## config.mk

```make
export PLATFORM = sky130hd
export DESIGN_NAME = websocket_frame_deframer_core
export DESIGN_NICKNAME = d
export VERILOG_FILES = /design/src/design/wsfd_pkg.sv /design/src/design/wsfd_parser.sv /design/src/design/wsfd_fifo.sv /design/src/design/wsfd_emit.sv /design/src/design/websocket_frame_deframer_core.sv
export VERILOG_INCLUDE_DIRS = /design/src /design/src/design
export SDC_FILE = /design/constraint.sdc
export NUM_CORES = 1
export LEC_CHECK = 0
export ABC_AREA = 1
export BUFFER_PORTS_ARGS = -buffer_cell sky130_fd_sc_hd__buf_2
export CAP_MARGIN = 30
export CELL_PAD_IN_SITES_DETAIL_PLACEMENT = 0
export CELL_PAD_IN_SITES_GLOBAL_PLACEMENT = 1
export CORE_ASPECT_RATIO = 2
export CORE_UTILIZATION = 51
export CTS_CLUSTER_DIAMETER = 100
export DETAILED_ROUTE_END_ITERATION = 8
export GPL_ROUTABILITY_DRIVEN = 0
export GPL_TIMING_DRIVEN = 1
export PLACE_DENSITY_LB_ADDON = 0.15
export SYNTH_ARGS = -nofsm -noshare
export SYNTH_HDL_FRONTEND = slang
export SYNTH_SLANG_ARGS = --single-unit
export TNS_END_PERCENT = 5
```

## constraint.sdc

```tcl
create_clock -name clk_i -period 10.4 [get_ports clk_i]
set_clock_uncertainty 0.15 [all_clocks]
set_input_delay 0.52 -clock clk_i [delete_from_list [all_inputs] [get_ports clk_i]]
set_output_delay 0.52 -clock clk_i [all_outputs]
set_load 0.03 [all_outputs]
```

## src/design/websocket_frame_deframer_core_defines.svh

```systemverilog
// Assertion macros used by the result queue of the deframer RTL.
`ifndef WEBSOCKET_FRAME_DEFRAMER_CORE_DEFINES_SVH
`define WEBSOCKET_FRAME_DEFRAMER_CORE_DEFINES_SVH

// Check that cons holds in the same cycle as ante.
`define WSFD_ASSERT_SAME(label, clk, rst_n, ante, cons) \
  label: assert property (@(posedge clk) disable iff (!rst_n) (ante) |-> (cons)) \
    else $error("wsfd assertion failed");

// Check that cons holds in the cycle after ante.
`define WSFD_ASSERT_NEXT(label, clk, rst_n, ante, cons) \
  label: assert property (@(posedge clk) disable iff (!rst_n) (ante) |=> (cons)) \
    else $error("wsfd assertion failed");

`endif

```

## src/design/wsfd_pkg.sv

```systemverilog
// Shared types and constants of the WebSocket frame deframer.
`default_nettype none

package wsfd_pkg;

  localparam int unsigned QUEUE_DEPTH   = 4;
  localparam logic [15:0] MAX_LEN_RESET = 16'd4096;
  localparam logic [6:0]  LEN_EXT16     = 7'd126;
  localparam logic [6:0]  LEN_EXT64     = 7'd127;
  localparam logic [2:0]  EXT16_BYTES   = 3'd1;
  localparam logic [2:0]  EXT64_BYTES   = 3'd7;
  localparam logic [2:0]  MASK_BYTES    = 3'd3;

  typedef enum logic [2:0] {
    PHASE_HDR0    = 3'd0,
    PHASE_HDR1    = 3'd1,
    PHASE_EXTLEN  = 3'd2,
    PHASE_MASK    = 3'd3,
    PHASE_PAYLOAD = 3'd4
  } phase_e;

  typedef enum logic [1:0] {
    KIND_BYTE     = 2'd0,
    KIND_EMPTY    = 2'd1,
    KIND_TOO_LONG = 2'd2
  } kind_e;

  // One classified result waiting to be unmasked and delivered.
  typedef struct packed {
    kind_e       kind;
    logic [7:0]  data;
    logic [7:0]  key;
    logic [3:0]  opcode;
    logic        last;
  } res_t;

endpackage

`default_nettype wire

```

## src/design/wsfd_parser.sv

```systemverilog
// Front part: header parser that classifies each stream byte.
`default_nettype none

module wsfd_parser (
  input  logic           clk_i,
  input  logic           rst_ni,
  input  logic           cfg_valid_i,
  input  logic [15:0]    cfg_data_i,
  input  logic           accept_i,
  input  logic [7:0]     stream_byte_i,
  output logic           res_valid_o,
  output wsfd_pkg::res_t res_o
);
  import wsfd_pkg::*;

  phase_e      phase_q, phase_d;
  logic [2:0]  hdr_cnt_q, hdr_cnt_d;
  logic [63:0] rem_len_q, rem_len_d;
  logic [31:0] mask_key_q, mask_key_d;
  logic        mask_en_q, mask_en_d;
  logic [3:0]  opcode_q, opcode_d;
  logic [1:0]  mask_idx_q, mask_idx_d;
  logic        skip_q, skip_d;
  logic [15:0] max_len_q;

  logic        fin;
  logic        too_long;
  logic [63:0] rem_dec;
  logic        done;
  logic [7:0]  key_byte;

  assign rem_dec  = (rem_len_q != 64'd0) ? (rem_len_q - 64'd1) : rem_len_q;
  assign done     = (rem_dec == 64'd0);
  assign key_byte = mask_key_q[{~mask_idx_q, 3'b000} +: 8];

  always_comb begin
    phase_d     = phase_q;
    hdr_cnt_d   = hdr_cnt_q;
    rem_len_d   = rem_len_q;
    mask_key_d  = mask_key_q;
    mask_en_d   = mask_en_q;
    opcode_d    = opcode_q;
    mask_idx_d  = mask_idx_q;
    skip_d      = skip_q;
    fin         = 1'b0;
    too_long    = 1'b0;
    res_valid_o = 1'b0;
    res_o       = '{kind: KIND_BYTE, data: 8'd0, key: 8'd0, opcode: opcode_q, last: 1'b0};

    if (accept_i) begin
      case (phase_q)
        PHASE_HDR1: begin
          mask_en_d  = stream_byte_i[7];
          mask_key_d = 32'd0;
          rem_len_d  = 64'd0;
          if (stream_byte_i[6:0] == LEN_EXT16) begin
            phase_d   = PHASE_EXTLEN;
            hdr_cnt_d = EXT16_BYTES;
          end else if (stream_byte_i[6:0] == LEN_EXT64) begin
            phase_d   = PHASE_EXTLEN;
            hdr_cnt_d = EXT64_BYTES;
          end else begin
            rem_len_d = {57'd0, stream_byte_i[6:0]};
            if (stream_byte_i[7]) begin
              phase_d   = PHASE_MASK;
              hdr_cnt_d = MASK_BYTES;
            end else begin
              fin = 1'b1;
            end
          end
        end
        PHASE_EXTLEN: begin
          rem_len_d = {rem_len_q[55:0], stream_byte_i};
          if (hdr_cnt_q == 3'd0) begin
            if (mask_en_q) begin
              phase_d   = PHASE_MASK;
              hdr_cnt_d = MASK_BYTES;
            end else begin
              fin = 1'b1;
            end
          end else begin
            hdr_cnt_d = hdr_cnt_q - 3'd1;
          end
        end
        PHASE_MASK: begin
          mask_key_d = {mask_key_q[23:0], stream_byte_i};
          if (hdr_cnt_q == 3'd0) begin
            fin = 1'b1;
          end else begin
            hdr_cnt_d = hdr_cnt_q - 3'd1;
          end
        end
        PHASE_PAYLOAD: begin
          rem_len_d = rem_dec;
          if (done) begin
            phase_d = PHASE_HDR0;
          end
          if (skip_q) begin
            if (done) begin
              skip_d = 1'b0;
            end
          end else begin
            mask_idx_d  = mask_idx_q + 2'd1;
            res_valid_o = 1'b1;
            res_o.data  = stream_byte_i;
            res_o.key   = key_byte;
            res_o.last  = done;
          end
        end
        default: begin
          opcode_d = stream_byte_i[3:0];
          phase_d  = PHASE_HDR1;
        end
      endcase

      // Header complete: check length against the limit.
      if (fin) begin
        mask_idx_d  = 2'd0;
        res_o.last  = 1'b1;
        too_long    = (|rem_len_d[63:16]) || (rem_len_d[15:0] > max_len_q);
        if (too_long) begin
          skip_d      = 1'b1;
          phase_d     = PHASE_PAYLOAD;
          res_valid_o = 1'b1;
          res_o.kind  = KIND_TOO_LONG;
        end else begin
          skip_d = 1'b0;
          if (rem_len_d == 64'd0) begin
            phase_d     = PHASE_HDR0;
            res_valid_o = 1'b1;
            res_o.kind  = KIND_EMPTY;
          end else begin
            phase_d = PHASE_PAYLOAD;
          end
        end
      end
    end
  end

  always_ff @(posedge clk_i or negedge rst_ni) begin
    if (!rst_ni) begin
      phase_q    <= PHASE_HDR0;
      hdr_cnt_q  <= 3'd0;
      rem_len_q  <= 64'd0;
      mask_key_q <= 32'd0;
      mask_en_q  <= 1'b0;
      opcode_q   <= 4'd0;
      mask_idx_q <= 2'd0;
      skip_q     <= 1'b0;
      max_len_q  <= MAX_LEN_RESET;
    end else begin
      phase_q    <= phase_d;
      hdr_cnt_q  <= hdr_cnt_d;
      rem_len_q  <= rem_len_d;
      mask_key_q <= mask_key_d;
      mask_en_q  <= mask_en_d;
      opcode_q   <= opcode_d;
      mask_idx_q <= mask_idx_d;
      skip_q     <= skip_d;
      if (cfg_valid_i) begin
        max_len_q <= cfg_data_i;
      end
    end
  end

endmodule

`default_nettype wire

```

## src/design/wsfd_fifo.sv

```systemverilog
// Short result queue between the parser and the output stage.
`default_nettype none

module wsfd_fifo #(
  parameter int unsigned Depth = wsfd_pkg::QUEUE_DEPTH
) (
  input  logic           clk_i,
  input  logic           rst_ni,
  input  logic           wr_en_i,
  input  wsfd_pkg::res_t wr_data_i,
  output logic           full_o,
  input  logic           rd_en_i,
  output wsfd_pkg::res_t rd_data_o,
  output logic           empty_o
);
  import wsfd_pkg::*;

  localparam int unsigned PtrW = (Depth > 1) ? $clog2(Depth) : 1;
  localparam int unsigned CntW = $clog2(Depth + 1);

  res_t            mem_q [Depth];
  logic [PtrW-1:0] wr_ptr_q, rd_ptr_q;
  logic [CntW-1:0] cnt_q;

  assign full_o    = (cnt_q == CntW'(Depth));
  assign empty_o   = (cnt_q == '0);
  assign rd_data_o = mem_q[rd_ptr_q];

  always_ff @(posedge clk_i) begin
    if (wr_en_i) begin
      mem_q[wr_ptr_q] <= wr_data_i;
    end
  end

  always_ff @(posedge clk_i or negedge rst_ni) begin
    if (!rst_ni) begin
      wr_ptr_q <= '0;
      rd_ptr_q <= '0;
      cnt_q    <= '0;
    end else begin
      if (wr_en_i) begin
        wr_ptr_q <= (wr_ptr_q == PtrW'(Depth - 1)) ? '0 : wr_ptr_q + 1'b1;
      end
      if (rd_en_i) begin
        rd_ptr_q <= (rd_ptr_q == PtrW'(Depth - 1)) ? '0 : rd_ptr_q + 1'b1;
      end
      if (wr_en_i && !rd_en_i) begin
        cnt_q <= cnt_q + 1'b1;
      end else if (!wr_en_i && rd_en_i) begin
        cnt_q <= cnt_q - 1'b1;
      end
    end
  end

`include "websocket_frame_deframer_core_defines.svh"

  `WSFD_ASSERT_SAME(a_no_overflow, clk_i, rst_ni, wr_en_i && !rd_en_i, !full_o)
  `WSFD_ASSERT_SAME(a_no_underflow, clk_i, rst_ni, rd_en_i, !empty_o)
  `WSFD_ASSERT_NEXT(a_write_lands, clk_i, rst_ni, wr_en_i && !rd_en_i, !empty_o)

endmodule

`default_nettype wire

```

## src/design/wsfd_emit.sv

```systemverilog
// Back part: unmask the queued result and hold it for the consumer.
`default_nettype none

module wsfd_emit (
  input  logic           clk_i,
  input  logic           rst_ni,
  input  logic           q_empty_i,
  input  wsfd_pkg::res_t q_data_i,
  output logic           q_rd_o,
  input  logic           pop_i,
  output logic           empty_o,
  output logic [1:0]     kind_o,
  output logic [7:0]     payload_byte_o,
  output logic [3:0]     frame_opcode_o,
  output logic           last_o
);
  import wsfd_pkg::*;

  logic       valid_q;
  kind_e      kind_q;
  logic [7:0] byte_q;
  logic [3:0] opcode_q;
  logic       last_q;

  // Refill when the register is free or is being taken this cycle.
  assign q_rd_o = !q_empty_i && (!valid_q || pop_i);

  always_ff @(posedge clk_i or negedge rst_ni) begin
    if (!rst_ni) begin
      valid_q <= 1'b0;
    end else if (q_rd_o) begin
      valid_q <= 1'b1;
    end else if (pop_i) begin
      valid_q <= 1'b0;
    end
  end

  always_ff @(posedge clk_i) begin
    if (q_rd_o) begin
      kind_q   <= q_data_i.kind;
      byte_q   <= q_data_i.data ^ q_data_i.key;
      opcode_q <= q_data_i.opcode;
      last_q   <= q_data_i.last;
    end
  end

  assign empty_o        = !valid_q;
  assign kind_o         = kind_q;
  assign payload_byte_o = byte_q;
  assign frame_opcode_o = opcode_q;
  assign last_o         = last_q;

endmodule

`default_nettype wire

```

## src/design/websocket_frame_deframer_core.sv

```systemverilog
// Top level of the WebSocket frame deframer: parser, result queue, output stage.
//
//   Channel   Handshake           Payload
//   input     push / full         stream_byte_i
//   result    empty / pop         kind_o, payload_byte_o, frame_opcode_o, last_o
//   config    cfg_valid_i / _o    cfg_max_payload_len_i
//
// One stream byte is taken every cycle while full is low; the header parser
// does its whole job for a byte in that cycle, the 64-bit length decrement
// and limit compare being the longest path. A result is queued, then held in
// the output register. No clearing pass: everything is ready after reset.
// The queue lets the parser run on while the consumer stalls; full rises only
// once QueueDepth results and the output register are all waiting.
`default_nettype none

module websocket_frame_deframer_core #(
  parameter int unsigned QueueDepth = wsfd_pkg::QUEUE_DEPTH
) (
  input  logic        clk_i,
  input  logic        rst_ni,
  // input stream
  input  logic        push,
  output logic        full,
  input  logic [7:0]  stream_byte_i,
  // results
  output logic        empty,
  input  logic        pop,
  output logic [1:0]  kind_o,
  output logic [7:0]  payload_byte_o,
  output logic [3:0]  frame_opcode_o,
  output logic        last_o,
  // configuration
  input  logic        cfg_valid_i,
  output logic        cfg_ready_o,
  input  logic [15:0] cfg_max_payload_len_i
);
  import wsfd_pkg::*;

  logic accept;
  logic res_valid;
  res_t res;
  logic q_full;
  logic q_empty;
  logic q_rd;
  res_t q_head;

  // Take a byte whenever the queue has room for a possible result.
  assign accept      = push && !q_full;
  assign full        = q_full;
  assign cfg_ready_o = 1'b1;

  // Front: parse headers, classify payload bytes.
  wsfd_parser u_parser (
    .clk_i         (clk_i),
    .rst_ni        (rst_ni),
    .cfg_valid_i   (cfg_valid_i),
    .cfg_data_i    (cfg_max_payload_len_i),
    .accept_i      (accept),
    .stream_byte_i (stream_byte_i),
    .res_valid_o   (res_valid),
    .res_o         (res)
  );

  // Queue between parser and output stage.
  wsfd_fifo #(
    .Depth (QueueDepth)
  ) u_fifo (
    .clk_i     (clk_i),
    .rst_ni    (rst_ni),
    .wr_en_i   (res_valid),
    .wr_data_i (res),
    .full_o    (q_full),
    .rd_en_i   (q_rd),
    .rd_data_o (q_head),
    .empty_o   (q_empty)
  );

  // Back: apply the mask key and present the oldest result.
  wsfd_emit u_emit (
    .clk_i          (clk_i),
    .rst_ni         (rst_ni),
    .q_empty_i      (q_empty),
    .q_data_i       (q_head),
    .q_rd_o         (q_rd),
    .pop_i          (pop),
    .empty_o        (empty),
    .kind_o         (kind_o),
    .payload_byte_o (payload_byte_o),
    .frame_opcode_o (frame_opcode_o),
    .last_o         (last_o)
  );

endmodule

`default_nettype wire

```

==> results_dict.tcl <==
set metrics [dict create \
    path_cells "inv_1 > nand3_1 > buf_4 > nand3_2 > inv_2 > buf_12 > a22oi_1 > o21ai_1 > ha_1 > a21oi_1 > o21a_1 > o211ai_1 > nand2_1 > nand2_1 > o21ai_0 > nand4_2 > nand2_4 > inv_2 > ha_1 > inv_1 > fa_1 > nor2_1 > a21oi_1" \
    num-fill-cells 2701 \
    nets 1948 \
    drc_errors 0 \
    setup-tns-final_ns 0 \
    rsz0062_at_grt "false" \
    synth_most_common_cell "nand2_1" \
    dieHeight_um 239 \
    synth.distinct_cells 48 \
    initial_core_util 0.519 \
    clk_pin_slew_worst_paths_ns 0.07 \
    drt-total-wl_um 50200 \
    synth_common_cells "433 x nand2_1, 298 x nor2_1, 202 x o21ai_0" \
    cp_max_fo 45 \
    cts_made_buffers 23 \
    cp.required_ns 10.68 \
    core_area_um2 27500 \
    io_pins 47 \
    holdBufCountCts 1 \
    timing.reg2reg.worst_path_depth 23 \
    hold_class "input pin to flop" \
    crit_arrival_ns 5.66 \
    synth_edf_count 107 \
    slew_viol_final 0 \
    max_stage_delay_ns 0.54 \
    synth.top_cell.area_share 0.233 \
    portBuffers 45 \
    die_width_um 120 \
    yosysSeqAreaShare 0.459 \
    antenna_found_initial 0 \
    cts_resized 0 \
    clkSinkCount 241 \
    seqCellArea_um2 6570 \
    synth-seq-cells 241 \
    first_pass_iters 6 \
    cp-start-kind "flop" \
    area_growth_syn_to_layout_pct 9.32 \
    dp_hpwl_um 37200 \
    drv_cap 0 \
    drt_iter0_markers 924 \
    cts-root-buf "clkbuf_16" \
    status "finished, final reports clean" \
    grt_usage 0.359 \
    finish.utilization 0.568 \
    crit_path_top_delay_cell "o21ai_0" \
    syn_inst 1876 \
    avgSynthCellArea_um2 7.62 \
    diodes 0 \
    finalSetupViolations 0 \
    async_flop_share 0.556 \
    slew_headroom 0.380 \
    worstMarginPinSlew_ns 0.930 \
    grt_overflow 0 \
    die_area_um2 28800 \
    yosysWarnings 0 \
    drive_above_1_share 0.0775 \
    dominantRegCellSynth "dfrtp_1" \
    vias 13212 \
    cts_setup_buffers 0 \
    fmax_mhz 186 \
    ant_nets 0 \
    yosysTopAreaCell "dfrtp_1" \
    grt_pass1_wl_um 76000 \
    tritoncts "done" \
    wire_per_inst_um 22.2 \
    whs_path_depth 2 \
    drt-vias-per-instance 5.84 \
    synth_area_leaders "dfrtp_1 23%, edfxtp_1 22%, nand2_1 11%" \
    cts_htree_levels 1 \
    worstSkewPairLatency_ns 0.55 \
    placementRows 86 \
    first_global_vias 13392 \
    grt_max_degree 77 \
    syn_area_um2 14300 \
    multi_input_area_um2 6640 \
    hold_violations 0 \
    fin_crit_ns 5.38 \
    post-route-period-util 0.517 \
    cp-end-kind "flop" \
    synth.net_count 1931 \
    crit_type "flop to flop" \
    cts_max_path_buffers 3 \
]
## cell families (layout without fill, tap and decap cells)
family,Yosys count,count (layout),share of synthesized area
AO/OA/AOI/OAI,377,377,0.148
XOR/XNOR,23,23,0.0141
adder cells (fa/ha/maj),26,26,0.0233
buffers and inverters,280,314,0.0773
flip-flops,241,241,0.459
multiplexers,1,1,0.000787
other,1,1,0.000262
AND/OR/NAND/NOR,927,927,0.277
## state kept, by name (all words and copies together) (netlist names), 4 cells and up
| signal | flops |
|---|---|
| u_emit.payload_byte_o | 8 |
| u_parser.rem_len_q | 64 |
| u_fifo.mem_q | 92 |
| u_parser.opcode_q | 4 |
| u_emit.frame_opcode_o | 4 |
| u_parser.mask_key_q | 32 |
| u_parser.max_len_q | 16 |
## critical path: cells and delay by family, from the launching register on
family          cells  cell delay (ns)
buf+inv             6             1.24
simple gates        7             1.28
compound gates      7             1.31
flops               1             0.37
fa+ha+maj           3             0.90
## metal layers
layer | up-vias | routed length, um | track usage
met5 | - | 0 | 0
met4 | 0 | 6270 | 0.368
met3 | 223 | 2080 | 0.0415
met2 | 456 | 25600 | 0.643
met1 | 6260 | 16200 | 0.339
li1 | 6273 | - | -
## layout make-up
class | instances | share of cell area
clock inverter | 16 | 0.0123
tap | 352 | 0.0282
inverter | 206 | 0.0495
timing repair buffer | 66 | 0.0276
clock buffer | 26 | 0.0375
sequential | 241 | 0.420
multi-input combinational | 1355 | 0.425
## placed cells by master, fill, tap and decap left out, drive strengths merged, types with 2 or more instances in the layout
master / Yosys / routed
xor2: 21 / 21
edfxtp: 107 / 107
xnor2: 2 / 2
clkinv: 4 / 14
nor2: 321 / 321
clkinvlp: 0 / 2
dfrtp: 133 / 133
nand2: 443 / 443
a21boi: 2 / 2
bufinv: 0 / 4
inv: 202 / 202
buf: 13 / 65
nand4: 41 / 41
nor3: 3 / 3
o21ai: 221 / 221
o21bai: 6 / 6
a22oi: 42 / 42
ha: 25 / 25
a31oi: 4 / 4
o22ai: 60 / 60
and2: 3 / 3
a21oi: 36 / 36
clkbuf: 61 / 26
nand3: 112 / 112
## path summary, 6_finish.rpt
check / from / to / slack (ns)
worst max-delay path: u_parser.phase_q[0] / u_fifo.cnt_q[1] / 5.02
worst min-delay path: pop / u_emit.valid_q / 0.02
worst max register to register: u_parser.phase_q[0] / u_fifo.cnt_q[1] / 5.02
worst min register to register: u_parser.mask_key_q[31] / u_parser.mask_key_q[31] / 0.36
max in group asynchronous: rst_ni / u_emit.valid_q / 8.27
min in group asynchronous: rst_ni / u_parser.mask_key_q[23] / 0.44
## stage by stage
step	instance area [um^2]	worst slack, ns	hold WS (ns)	cells
after global routing	15600	4.65	0.0159	2262
after CTS	15600	5.00	0.0106	2262
after floorplan	14300	6.16	0.0744	1876
after detailed placement	14800	5.02	0.347	2219
after global placement	14800	4.68	0.335	2216
final	15600	5.02	0.0212	2262
Power is left out: the tool's default activity adds up to more than one toggle a clock period on the data nets, which glitch-free logic cannot reach.
